==> src/design/htfd_pkg.sv <==
// Package for the header/tail frame deframer: constants, codes and shared types.
package htfd_pkg;

    // Field widths
    localparam int HTFD_BYTE_W    = 8;
    localparam int HTFD_IDENT_W   = 16;
    localparam int HTFD_LEN_W     = 4;
    localparam int HTFD_PAYLOAD_W = 64;
    localparam int HTFD_CFG_IDX_W = 2;

    // Default payload capacity and the fixed frame overhead
    localparam int HTFD_MAX_PAYLOAD = 8;
    localparam int HTFD_MIN_FRAME   = 2 + 1 + 4 + 1 + 2;

    // Byte offsets inside a frame
    localparam int OFS_HDR0    = 0;
    localparam int OFS_HDR1    = 1;
    localparam int OFS_CHANNEL = 2;
    localparam int OFS_TYPE    = 3;
    localparam int OFS_ID_HI   = 4;
    localparam int OFS_ID_LO   = 5;
    localparam int OFS_MASTER  = 6;
    localparam int OFS_LEN     = 7;
    localparam int OFS_PAYLOAD = 8;

    // Configuration register indexes
    typedef enum logic [HTFD_CFG_IDX_W-1:0] {
        CFG_HEADER_FIRST  = 2'd0,
        CFG_HEADER_SECOND = 2'd1,
        CFG_TAIL_FIRST    = 2'd2,
        CFG_TAIL_SECOND   = 2'd3
    } t_cfg_idx;

    // Sequencer states
    typedef enum logic [2:0] {
        ST_IDLE,
        ST_TOP,
        ST_SEARCH,
        ST_CHECK,
        ST_DRAIN
    } t_state;

    // Frame markers from the configuration registers
    typedef struct packed {
        logic [HTFD_BYTE_W-1:0] hdr_first;
        logic [HTFD_BYTE_W-1:0] hdr_second;
        logic [HTFD_BYTE_W-1:0] tail_first;
        logic [HTFD_BYTE_W-1:0] tail_second;
    } t_marks;

    // Buffer commands from the sequencer (at most one set per cycle)
    typedef struct packed {
        logic push;
        logic shift;
        logic clear;
    } t_buf_ctl;

    // Buffer status seen by the sequencer
    typedef struct packed {
        logic enough;       // at least a minimal frame held
        logic pair_ok;      // header pair sits at the front
        logic few;          // one byte or none held
        logic dlc_bad;      // length byte above capacity
        logic frame_short;  // frame not yet complete
        logic tail_ok;      // tail pair matches at the length-given place
    } t_buf_stat;

    // One decoded frame
    typedef struct packed {
        logic [HTFD_BYTE_W-1:0]    channel;
        logic [HTFD_BYTE_W-1:0]    msg_type;
        logic [HTFD_IDENT_W-1:0]   ident;
        logic [HTFD_BYTE_W-1:0]    master_ident;
        logic [HTFD_LEN_W-1:0]     payload_length;
        logic [HTFD_PAYLOAD_W-1:0] payload;
    } t_frame;

endpackage

==> src/design/htfd_in_if.sv <==
// Byte input channel of the deframer.
interface htfd_in_if;
    import htfd_pkg::*;

    logic                   valid;
    logic                   ready;
    logic [HTFD_BYTE_W-1:0] rx_byte;

    modport source (output valid, output rx_byte, input ready);
    modport sink   (input valid, input rx_byte, output ready);
endinterface

==> src/design/htfd_out_if.sv <==
// Frame output channel of the deframer.
interface htfd_out_if;
    import htfd_pkg::*;

    logic                      valid;
    logic                      ready;
    logic [HTFD_BYTE_W-1:0]    channel;
    logic [HTFD_BYTE_W-1:0]    msg_type;
    logic [HTFD_IDENT_W-1:0]   ident;
    logic [HTFD_BYTE_W-1:0]    master_ident;
    logic [HTFD_LEN_W-1:0]     payload_length;
    logic [HTFD_PAYLOAD_W-1:0] payload;

    modport source (output valid, output channel, output msg_type, output ident,
                    output master_ident, output payload_length, output payload,
                    input ready);
    modport sink   (input valid, input channel, input msg_type, input ident,
                    input master_ident, input payload_length, input payload,
                    output ready);
endinterface

==> src/design/htfd_buffer.sv <==
// Holding buffer: shift line of received bytes with front compares and frame decode.
module htfd_buffer #(
    parameter int MAX_PAYLOAD = htfd_pkg::HTFD_MAX_PAYLOAD
) (
    input  logic                          i_clk,
    input  logic                          i_rst_n,
    input  htfd_pkg::t_buf_ctl            i_ctl,
    input  logic [htfd_pkg::HTFD_BYTE_W-1:0] i_byte,
    input  htfd_pkg::t_marks              i_marks,
    output htfd_pkg::t_buf_stat           o_stat,
    output htfd_pkg::t_frame              o_frame
);
    import htfd_pkg::*;

    localparam int Depth = MAX_PAYLOAD + HTFD_MIN_FRAME;
    localparam int CntW  = $clog2(Depth + 1);
    localparam int IdxW  = $clog2(Depth);

    logic [HTFD_BYTE_W-1:0] r_bytes [Depth];
    logic [CntW-1:0]        r_count;

    logic [HTFD_LEN_W-1:0]  w_dlc;
    logic [HTFD_BYTE_W-1:0] w_len_byte;
    logic [CntW-1:0]        w_flen;

    // Byte storage: append at the fill point, or move everything one place forward
    always_ff @(posedge i_clk) begin
        if (i_ctl.push) begin
            if (r_count == CntW'(Depth)) begin
                for (int i = 0; i < Depth - 1; i++) begin
                    r_bytes[i] <= r_bytes[i+1];
                end
                r_bytes[Depth-1] <= i_byte;
            end else begin
                r_bytes[r_count[IdxW-1:0]] <= i_byte;
            end
        end else if (i_ctl.shift) begin
            for (int i = 0; i < Depth - 1; i++) begin
                r_bytes[i] <= r_bytes[i+1];
            end
        end
    end

    // Fill count
    always_ff @(posedge i_clk) begin
        if (!i_rst_n) begin
            r_count <= '0;
        end else if (i_ctl.clear) begin
            r_count <= '0;
        end else if (i_ctl.push) begin
            if (r_count != CntW'(Depth)) begin
                r_count <= r_count + CntW'(1);
            end
        end else if (i_ctl.shift) begin
            r_count <= r_count - CntW'(1);
        end
    end

    // Length byte and the frame length it implies (valid when not above capacity)
    assign w_len_byte = r_bytes[OFS_LEN];
    assign w_dlc      = w_len_byte[HTFD_LEN_W-1:0];
    assign w_flen     = CntW'(HTFD_MIN_FRAME) + CntW'(w_dlc);

    // Status for the sequencer
    always_comb begin
        o_stat.enough      = (r_count >= CntW'(HTFD_MIN_FRAME));
        o_stat.pair_ok     = (r_count >= CntW'(2))
                             && (r_bytes[OFS_HDR0] == i_marks.hdr_first)
                             && (r_bytes[OFS_HDR1] == i_marks.hdr_second);
        o_stat.few         = (r_count <= CntW'(1));
        o_stat.dlc_bad     = (w_len_byte > HTFD_BYTE_W'(MAX_PAYLOAD));
        o_stat.frame_short = (r_count < w_flen);
        o_stat.tail_ok     = 1'b0;
        for (int k = 0; k <= MAX_PAYLOAD; k++) begin
            if (w_dlc == HTFD_LEN_W'(k)) begin
                o_stat.tail_ok = (r_bytes[OFS_PAYLOAD + k] == i_marks.tail_first)
                                 && (r_bytes[OFS_PAYLOAD + k + 1] == i_marks.tail_second);
            end
        end
    end

    // Frame fields; payload bytes past the length read as zero
    always_comb begin
        o_frame.channel        = r_bytes[OFS_CHANNEL];
        o_frame.msg_type       = r_bytes[OFS_TYPE];
        o_frame.ident          = {r_bytes[OFS_ID_HI], r_bytes[OFS_ID_LO]};
        o_frame.master_ident   = r_bytes[OFS_MASTER];
        o_frame.payload_length = w_dlc;
        o_frame.payload        = '0;
        for (int k = 0; k < MAX_PAYLOAD; k++) begin
            if (HTFD_LEN_W'(k) < w_dlc) begin
                o_frame.payload[HTFD_BYTE_W*k +: HTFD_BYTE_W] = r_bytes[OFS_PAYLOAD + k];
            end
        end
    end

endmodule

==> src/design/header_tail_frame_deframer_top.sv <==
// Top level of the header/tail frame deframer: config registers, sequencer, output register.
//
//  Channel   Dir  Handshake      Payload
//  i_rx      in   valid/ready    rx_byte[7:0]
//  o_frame   out  valid/ready    channel, msg_type, ident[15:0], master_ident,
//                                payload_length[3:0], payload[63:0]
//  i_cfg_*   in   write enable   i_cfg_idx[1:0], i_cfg_data[7:0]
//
// Each byte is accepted, then a fill check follows, while fewer than 10 bytes are held.
// Otherwise the search drops one byte per cycle until a header pair leads (or flushes the
// buffer when at most one byte is left); a bad length or tail drops one byte and returns
// to the fill check, and a good frame is reported once the output register is free, then
// shifted out of the buffer. The holding buffer moves bytes with a single-step shift line.
// Reset (synchronous, active low) empties the buffer and zeroes the markers.
// A frame waits in the output register; a new frame stalls the sequencer until it is taken.
module header_tail_frame_deframer_top #(
    parameter int MAX_PAYLOAD = htfd_pkg::HTFD_MAX_PAYLOAD
) (
    input  logic                                 i_clk,
    input  logic                                 i_rst_n,
    htfd_in_if.sink                              i_rx,
    htfd_out_if.source                           o_frame,
    input  logic                                 i_cfg_we,
    input  logic [htfd_pkg::HTFD_CFG_IDX_W-1:0]  i_cfg_idx,
    input  logic [htfd_pkg::HTFD_BYTE_W-1:0]     i_cfg_data
);
    import htfd_pkg::*;

    localparam int Depth = MAX_PAYLOAD + HTFD_MIN_FRAME;
    localparam int CntW  = $clog2(Depth + 1);

    t_marks    r_marks;
    t_state    r_state, n_state;
    logic [CntW-1:0] r_drain, n_drain;
    logic      r_out_valid;
    t_frame    r_frame;

    t_buf_ctl  w_ctl;
    t_buf_stat w_stat;
    t_frame    w_frame;
    logic      w_emit;
    logic      w_out_free;

    // Configuration registers
    always_ff @(posedge i_clk) begin
        if (!i_rst_n) begin
            r_marks <= '0;
        end else if (i_cfg_we) begin
            unique case (t_cfg_idx'(i_cfg_idx))
                CFG_HEADER_FIRST:  r_marks.hdr_first   <= i_cfg_data;
                CFG_HEADER_SECOND: r_marks.hdr_second  <= i_cfg_data;
                CFG_TAIL_FIRST:    r_marks.tail_first  <= i_cfg_data;
                CFG_TAIL_SECOND:   r_marks.tail_second <= i_cfg_data;
            endcase
        end
    end

    htfd_buffer #(
        .MAX_PAYLOAD (MAX_PAYLOAD)
    ) u_buffer (
        .i_clk   (i_clk),
        .i_rst_n (i_rst_n),
        .i_ctl   (w_ctl),
        .i_byte  (i_rx.rx_byte),
        .i_marks (r_marks),
        .o_stat  (w_stat),
        .o_frame (w_frame)
    );

    assign w_out_free = !r_out_valid || o_frame.ready;
    assign i_rx.ready = (r_state == ST_IDLE);

    // Sequencer state registers
    always_ff @(posedge i_clk) begin
        if (!i_rst_n) begin
            r_state <= ST_IDLE;
            r_drain <= '0;
        end else begin
            r_state <= n_state;
            r_drain <= n_drain;
        end
    end

    // Next state and buffer commands
    always_comb begin
        n_state = r_state;
        n_drain = r_drain;
        w_ctl   = '0;
        w_emit  = 1'b0;
        unique case (r_state)
            ST_IDLE: begin
                if (i_rx.valid) begin
                    w_ctl.push = 1'b1;
                    n_state    = ST_TOP;
                end
            end
            ST_TOP: begin
                n_state = w_stat.enough ? ST_SEARCH : ST_IDLE;
            end
            ST_SEARCH: begin
                priority if (w_stat.pair_ok) begin
                    n_state = ST_CHECK;
                end else if (w_stat.few) begin
                    // no header anywhere: flush
                    w_ctl.clear = 1'b1;
                    n_state     = ST_IDLE;
                end else begin
                    w_ctl.shift = 1'b1;
                end
            end
            ST_CHECK: begin
                priority if (!w_stat.enough) begin
                    n_state = ST_IDLE;
                end else if (w_stat.dlc_bad) begin
                    w_ctl.shift = 1'b1;
                    n_state     = ST_TOP;
                end else if (w_stat.frame_short) begin
                    n_state = ST_IDLE;
                end else if (!w_stat.tail_ok) begin
                    w_ctl.shift = 1'b1;
                    n_state     = ST_TOP;
                end else if (w_out_free) begin
                    w_emit  = 1'b1;
                    n_drain = CntW'(HTFD_MIN_FRAME) + CntW'(w_frame.payload_length);
                    n_state = ST_DRAIN;
                end
            end
            ST_DRAIN: begin
                // remove the reported frame one byte a cycle
                w_ctl.shift = 1'b1;
                n_drain     = r_drain - CntW'(1);
                if (r_drain == CntW'(1)) begin
                    n_state = ST_IDLE;
                end
            end
            default: begin
                n_state = ST_IDLE;
            end
        endcase
    end

    // Output register
    always_ff @(posedge i_clk) begin
        if (!i_rst_n) begin
            r_out_valid <= 1'b0;
        end else if (w_emit) begin
            r_out_valid <= 1'b1;
        end else if (o_frame.ready) begin
            r_out_valid <= 1'b0;
        end
    end

    always_ff @(posedge i_clk) begin
        if (w_emit) begin
            r_frame <= w_frame;
        end
    end

    assign o_frame.valid          = r_out_valid;
    assign o_frame.channel        = r_frame.channel;
    assign o_frame.msg_type       = r_frame.msg_type;
    assign o_frame.ident          = r_frame.ident;
    assign o_frame.master_ident   = r_frame.master_ident;
    assign o_frame.payload_length = r_frame.payload_length;
    assign o_frame.payload        = r_frame.payload;

    // Checks
    a_len_in_range: assert property (@(posedge i_clk) disable iff (!i_rst_n)
        r_out_valid |-> (r_frame.payload_length <= HTFD_LEN_W'(MAX_PAYLOAD)))
        else $error("reported length above capacity");

    a_drain_nonzero: assert property (@(posedge i_clk) disable iff (!i_rst_n)
        (r_state == ST_DRAIN) |-> (r_drain != '0))
        else $error("drain count empty while draining");

    a_short_after_drain: assert property (@(posedge i_clk) disable iff (!i_rst_n)
        ((r_state == ST_DRAIN) && (n_state == ST_IDLE)) |=> !w_stat.enough)
        else $error("a full frame still held after removing one");

endmodule

==> src/flat_wrapper.sv <==
// flat-port wrapper written by rule: the top's interface ports become plain ports
module header_tail_frame_deframer_top_flat import htfd_pkg::*;
#(
    parameter int MAX_PAYLOAD = htfd_pkg::HTFD_MAX_PAYLOAD
)
  (i_clk, i_rst_n, i_cfg_we, i_cfg_idx, i_cfg_data, i_rx_valid, i_rx_rx_byte, i_rx_ready, o_frame_valid, o_frame_channel, o_frame_msg_type, o_frame_ident, o_frame_master_ident, o_frame_payload_length, o_frame_payload, o_frame_ready);
  htfd_in_if i_rx_i ();
  htfd_out_if o_frame_i ();
  input  logic i_clk;
  input  logic i_rst_n;
  input  logic i_cfg_we;
  input  logic [htfd_pkg::HTFD_CFG_IDX_W-1:0] i_cfg_idx;
  input  logic [htfd_pkg::HTFD_BYTE_W-1:0] i_cfg_data;
  input wire logic [$bits(i_rx_i.valid)-1:0] i_rx_valid;
  input wire logic [$bits(i_rx_i.rx_byte)-1:0] i_rx_rx_byte;
  output wire logic [$bits(i_rx_i.ready)-1:0] i_rx_ready;
  output wire logic [$bits(o_frame_i.valid)-1:0] o_frame_valid;
  output wire logic [$bits(o_frame_i.channel)-1:0] o_frame_channel;
  output wire logic [$bits(o_frame_i.msg_type)-1:0] o_frame_msg_type;
  output wire logic [$bits(o_frame_i.ident)-1:0] o_frame_ident;
  output wire logic [$bits(o_frame_i.master_ident)-1:0] o_frame_master_ident;
  output wire logic [$bits(o_frame_i.payload_length)-1:0] o_frame_payload_length;
  output wire logic [$bits(o_frame_i.payload)-1:0] o_frame_payload;
  input wire logic [$bits(o_frame_i.ready)-1:0] o_frame_ready;
  assign i_rx_i.valid = i_rx_valid;
  assign i_rx_i.rx_byte = i_rx_rx_byte;
  assign i_rx_ready = i_rx_i.ready;
  assign o_frame_valid = o_frame_i.valid;
  assign o_frame_channel = o_frame_i.channel;
  assign o_frame_msg_type = o_frame_i.msg_type;
  assign o_frame_ident = o_frame_i.ident;
  assign o_frame_master_ident = o_frame_i.master_ident;
  assign o_frame_payload_length = o_frame_i.payload_length;
  assign o_frame_payload = o_frame_i.payload;
  assign o_frame_i.ready = o_frame_ready;
  header_tail_frame_deframer_top #(.MAX_PAYLOAD(MAX_PAYLOAD)) u_core (.i_clk(i_clk), .i_rst_n(i_rst_n), .i_rx(i_rx_i), .o_frame(o_frame_i), .i_cfg_we(i_cfg_we), .i_cfg_idx(i_cfg_idx), .i_cfg_data(i_cfg_data));
endmodule
==> config.mk <==
export PLATFORM = sky130hd
export DESIGN_NAME = header_tail_frame_deframer_top_flat
export DESIGN_NICKNAME = d
export VERILOG_FILES = /design/src/design/htfd_pkg.sv /design/src/design/htfd_in_if.sv /design/src/design/htfd_out_if.sv /design/src/design/htfd_buffer.sv /design/src/design/header_tail_frame_deframer_top.sv /design/src/flat_wrapper.sv
export SDC_FILE = /design/constraint.sdc
export NUM_CORES = 1
export LEC_CHECK = 0
export BUFFER_PORTS_ARGS = -buffer_cell sky130_fd_sc_hd__buf_4
export CORE_UTILIZATION = 30
export CTS_CLUSTER_DIAMETER = 60
export DETAILED_ROUTE_END_ITERATION = 7
export GPL_TIMING_DRIVEN = 1
export HOLD_SLACK_MARGIN = 0.15
export PLACE_DENSITY = 0.57
export SYNTH_ARGS = -nofsm -noshare
export SYNTH_HDL_FRONTEND = slang
export SYNTH_SLANG_ARGS = --single-unit
==> constraint.sdc <==
create_clock -name i_clk -period 7 [get_ports i_clk]
set_input_delay 0.35 -clock i_clk [delete_from_list [all_inputs] [get_ports i_clk]]
set_output_delay 0.35 -clock i_clk [all_outputs]
set_load 0.01 [all_outputs]
==> metrics <==
Clock Path Buffers 3; Final min period 3930 ps; leak pwr 6.28 nW; Hold Path Class primary input to register; DP Wirelength 26800 um; CTS clk-pin slew, worst paths 60 ps; PwrDens 321 nW/um2; sequential area share after synthesis 59.2%; crit path kind register to register; violated checks design-rule violations; Comb power frac 18.6%; RSZ-0062 raised after global routing no; routed len/inst 21.9 um; CTS tree yes; GP Congestion 0.888; DP Area 15800 um2; synthesized net count 1086; Worst setup startpoint u_core.u_buffer.r_bytes[7][1]; initial antenna violation count 0; die area 48700 um2; CTS Sinks 298; Metal-1 WL 18300 um; Post-synth top flop edfxtp_1; Tcrit/Tclk final 56.2%; Avg Inst Size Synth 13.7 um2; Slowest cell on crit path edfxtp_1; relative slew slack 33.7%; post-DR vias/cell 4.94; clock network fraction of design power 33.0%; Sw Share 30.3%; 1st-pass router iterations 7; critical path, cell by cell inv_1, ha_1, a2111oi_2, nand4_1, and4_4, o31a_4, nor3_4, buf_4, a211oi_1, a311oi_2; layout cells sized above 1 28.0%; cts bufs inserted 37; antenna-violating nets left 0; wire length of the first global-routing pass 58900 um; total track usage 16.6%; Max-Cap Viols 0; Cells after Synth 1049; NetSw 1.66 mW; DRT Wirelength 39800 um; r2r endpoint u_core.r_drain[0]; Die H 221 um; Critical Path End Type register; r2r setup slk 3070 ps; worst-case vdd ir drop 0.145 mV; largest net degree at the start of global routing 70; Total Nets Final 1221; Final Skew 25.6 ps; crit-path max cell delay 760 ps; vias in the first global route 8960; Arr. time, crit path 4380 ps; Final setup viols 0; endpoints failing hold 0; clk_lat worst skew 560 ps; Crit Path Max Fanout 69; DR WL met3 2430 um; FF-to-FF path depth 10; CP top delay family compound AO/OA/AOI/OAI gates; ant diodes 0; Pint 3.81 mW; Fmax 254 MHz; hold buffers post-CTS 8; leading area contributor after synthesis edfxtp_1; share of the synthesized area in the top cell type 52.8%; CTS resizes 0; root buf cell clkbuf_16; I/O Buffers 132; gr ovfl total 0; Post-Syn Area 14300 um2; DRT iter0 DRCs 780; Core Area 46900 um2; # rows 79; Post-CTS Setup Bufs 0; CP Buf/Inv Count 2; worst path required time 7450 ps; final instance area 17100 um2; Yosys warnings 0; FF+latch count, synth 298; Commonest cells post-synth edfxtp_1 (252), mux2_2 (135), xor2_1 (87), xnor2_1 (75), nor2b_1 (59); H-tree depth 2; highest routed layer met4; most common cell in the netlist edfxtp_1; register share of total power 48.4%; Crit Reg-Reg Startpoint u_core.u_buffer.r_bytes[7][1]; outcome complete, but fails checks; Die X 221 um; Worst-Margin Slew 994 ps; post-synth cell types 65; DRC Markers 7; Area contributors post-synth edfxtp_1 (53%), mux2_2 (11%), dfxtp_1 (6.4%); Layout area overhead 18.9%; CP Launch Type register; EDFF count, synth 252; fin. max-slew vios 0; initial core utilization 30.6%; routed wl met2 18100 um; # IOs 133; vias 8976; Fin Setup TNS 0 ps; ys async rst share 0%; crit path capture u_core.r_drain[0]; Crit path depth 10
## logic make-up after synthesis
family | Yosys count | share of synthesized area (%)
adders and majority gates | 14 | 1.22
DFF | 298 | 59.2
muxes | 168 | 12.9
and+or+nand+nor | 287 | 11.4
AOI/OAI and AO/OA | 58 | 3.01
buffers and inverters | 62 | 2.42
xor gates and xnor gates | 162 | 9.89
## cells in the final DEF, fill, tap and decap left out, types with 4 or more instances in the layout
cell,count
clkbuf_1,9
a21oi_1,8
edfxtp_1,252
or4_1,5
and3_1,5
nand3_1,17
a21o_1,5
dlygate4sd3_1,8
clkinv_1,7
nand4_1,25
clkbuf_16,37
or3_1,4
nor2_1,31
xor2_1,87
xnor2_1,75
ha_1,14
buf_4,137
nor3_1,15
mux2i_1,32
and2_1,19
nor2b_1,59
a31oi_1,8
inv_1,12
inv_6,7
o21ai_0,10
nor4_1,27
dfxtp_1,46
mux2_2,135
and2b_1,8
nand2_1,51
## registers in the layout, summed over array words and instances, names as in the netlist
signal,cells
u_core.u_buffer.r_bytes,144
u_core.o_frame.payload,64
u_core.r_marks,32
u_core.o_frame.ident,16
u_core.o_frame.channel,8
u_core.o_frame.master_ident,8
u_core.o_frame.msg_type,8
u_core.r_drain,5
u_core.u_buffer.r_count,5
u_core.o_frame.payload_length,4
u_core.r_state,3
u_core.o_frame.valid,1
## power groups by stage
stage	logic, mW	registers [mW]	clock network [mW]
global placement	1.00	2.67	0
floorplan	0.833	2.48	0
CTS	1.02	2.64	1.85
detailed placement	1.00	2.67	0
finish	1.02	2.65	1.81
global route	1.13	2.67	1.92
## worst min-delay path by stage
| stage | from | endpoint | slack, ps | depth (start not counted) |
|---|---|---|---|---|
| floorplan | u_core.u_buffer.r_bytes[2][0] | u_core.o_frame.channel[0] | 420 | 0 |
| global placement | u_core.u_buffer.r_bytes[2][6] | u_core.o_frame.channel[6] | 430 | 0 |
| detailed placement | u_core.u_buffer.r_bytes[2][5] | u_core.o_frame.channel[5] | 440 | 0 |
| CTS | o_frame_ready | u_core.o_frame.valid | 170 | 3 |
| global route | o_frame_ready | u_core.o_frame.valid | 190 | 3 |
| finish | i_rst_n | u_core.o_frame.valid | 180 | 2 |
## stage by stage
| stage | hold slack, ps | power (mW) | utilization, % | instances | setup slack (ps) |
|---|---|---|---|---|---|
| 3_3_place_gp | 433 | 3.67 | 33.8 | 1744 | 3140 |
| 4_1_cts | 166 | 5.50 | 36.4 | 1818 | 3000 |
| 2_1_floorplan | 420 | 3.31 | - | 1049 | 1840 |
| 5_1_grt | 187 | 5.72 | 36.4 | 1818 | 2700 |
| 3_5_place_dp | 436 | 3.67 | 33.8 | 1744 | 3030 |
| 6_report | 183 | 5.47 | 36.4 | 1818 | 3070 |
## metal layers
metal  global-route usage [%]  vias to the layer above
li1                         -                     4131
met1                     23.0                     4477
met2                     25.6                      313
met3                     3.22                       55
met4                     5.62                        0
met5                        0                        -
## layout make-up
cell class / instances / area [um2]
Fill cell: 4517 / 29800
Sequential cell: 298 / 8490
Multi-Input combinational cell: 689 / 5510
Timing Repair Buffer: 145 / 1110
Clock buffer: 46 / 960
Tap cell: 607 / 759
Clock inverter: 20 / 179
Inverter: 13 / 48.8
Note: power is estimated with default switching activity, not from simulation.
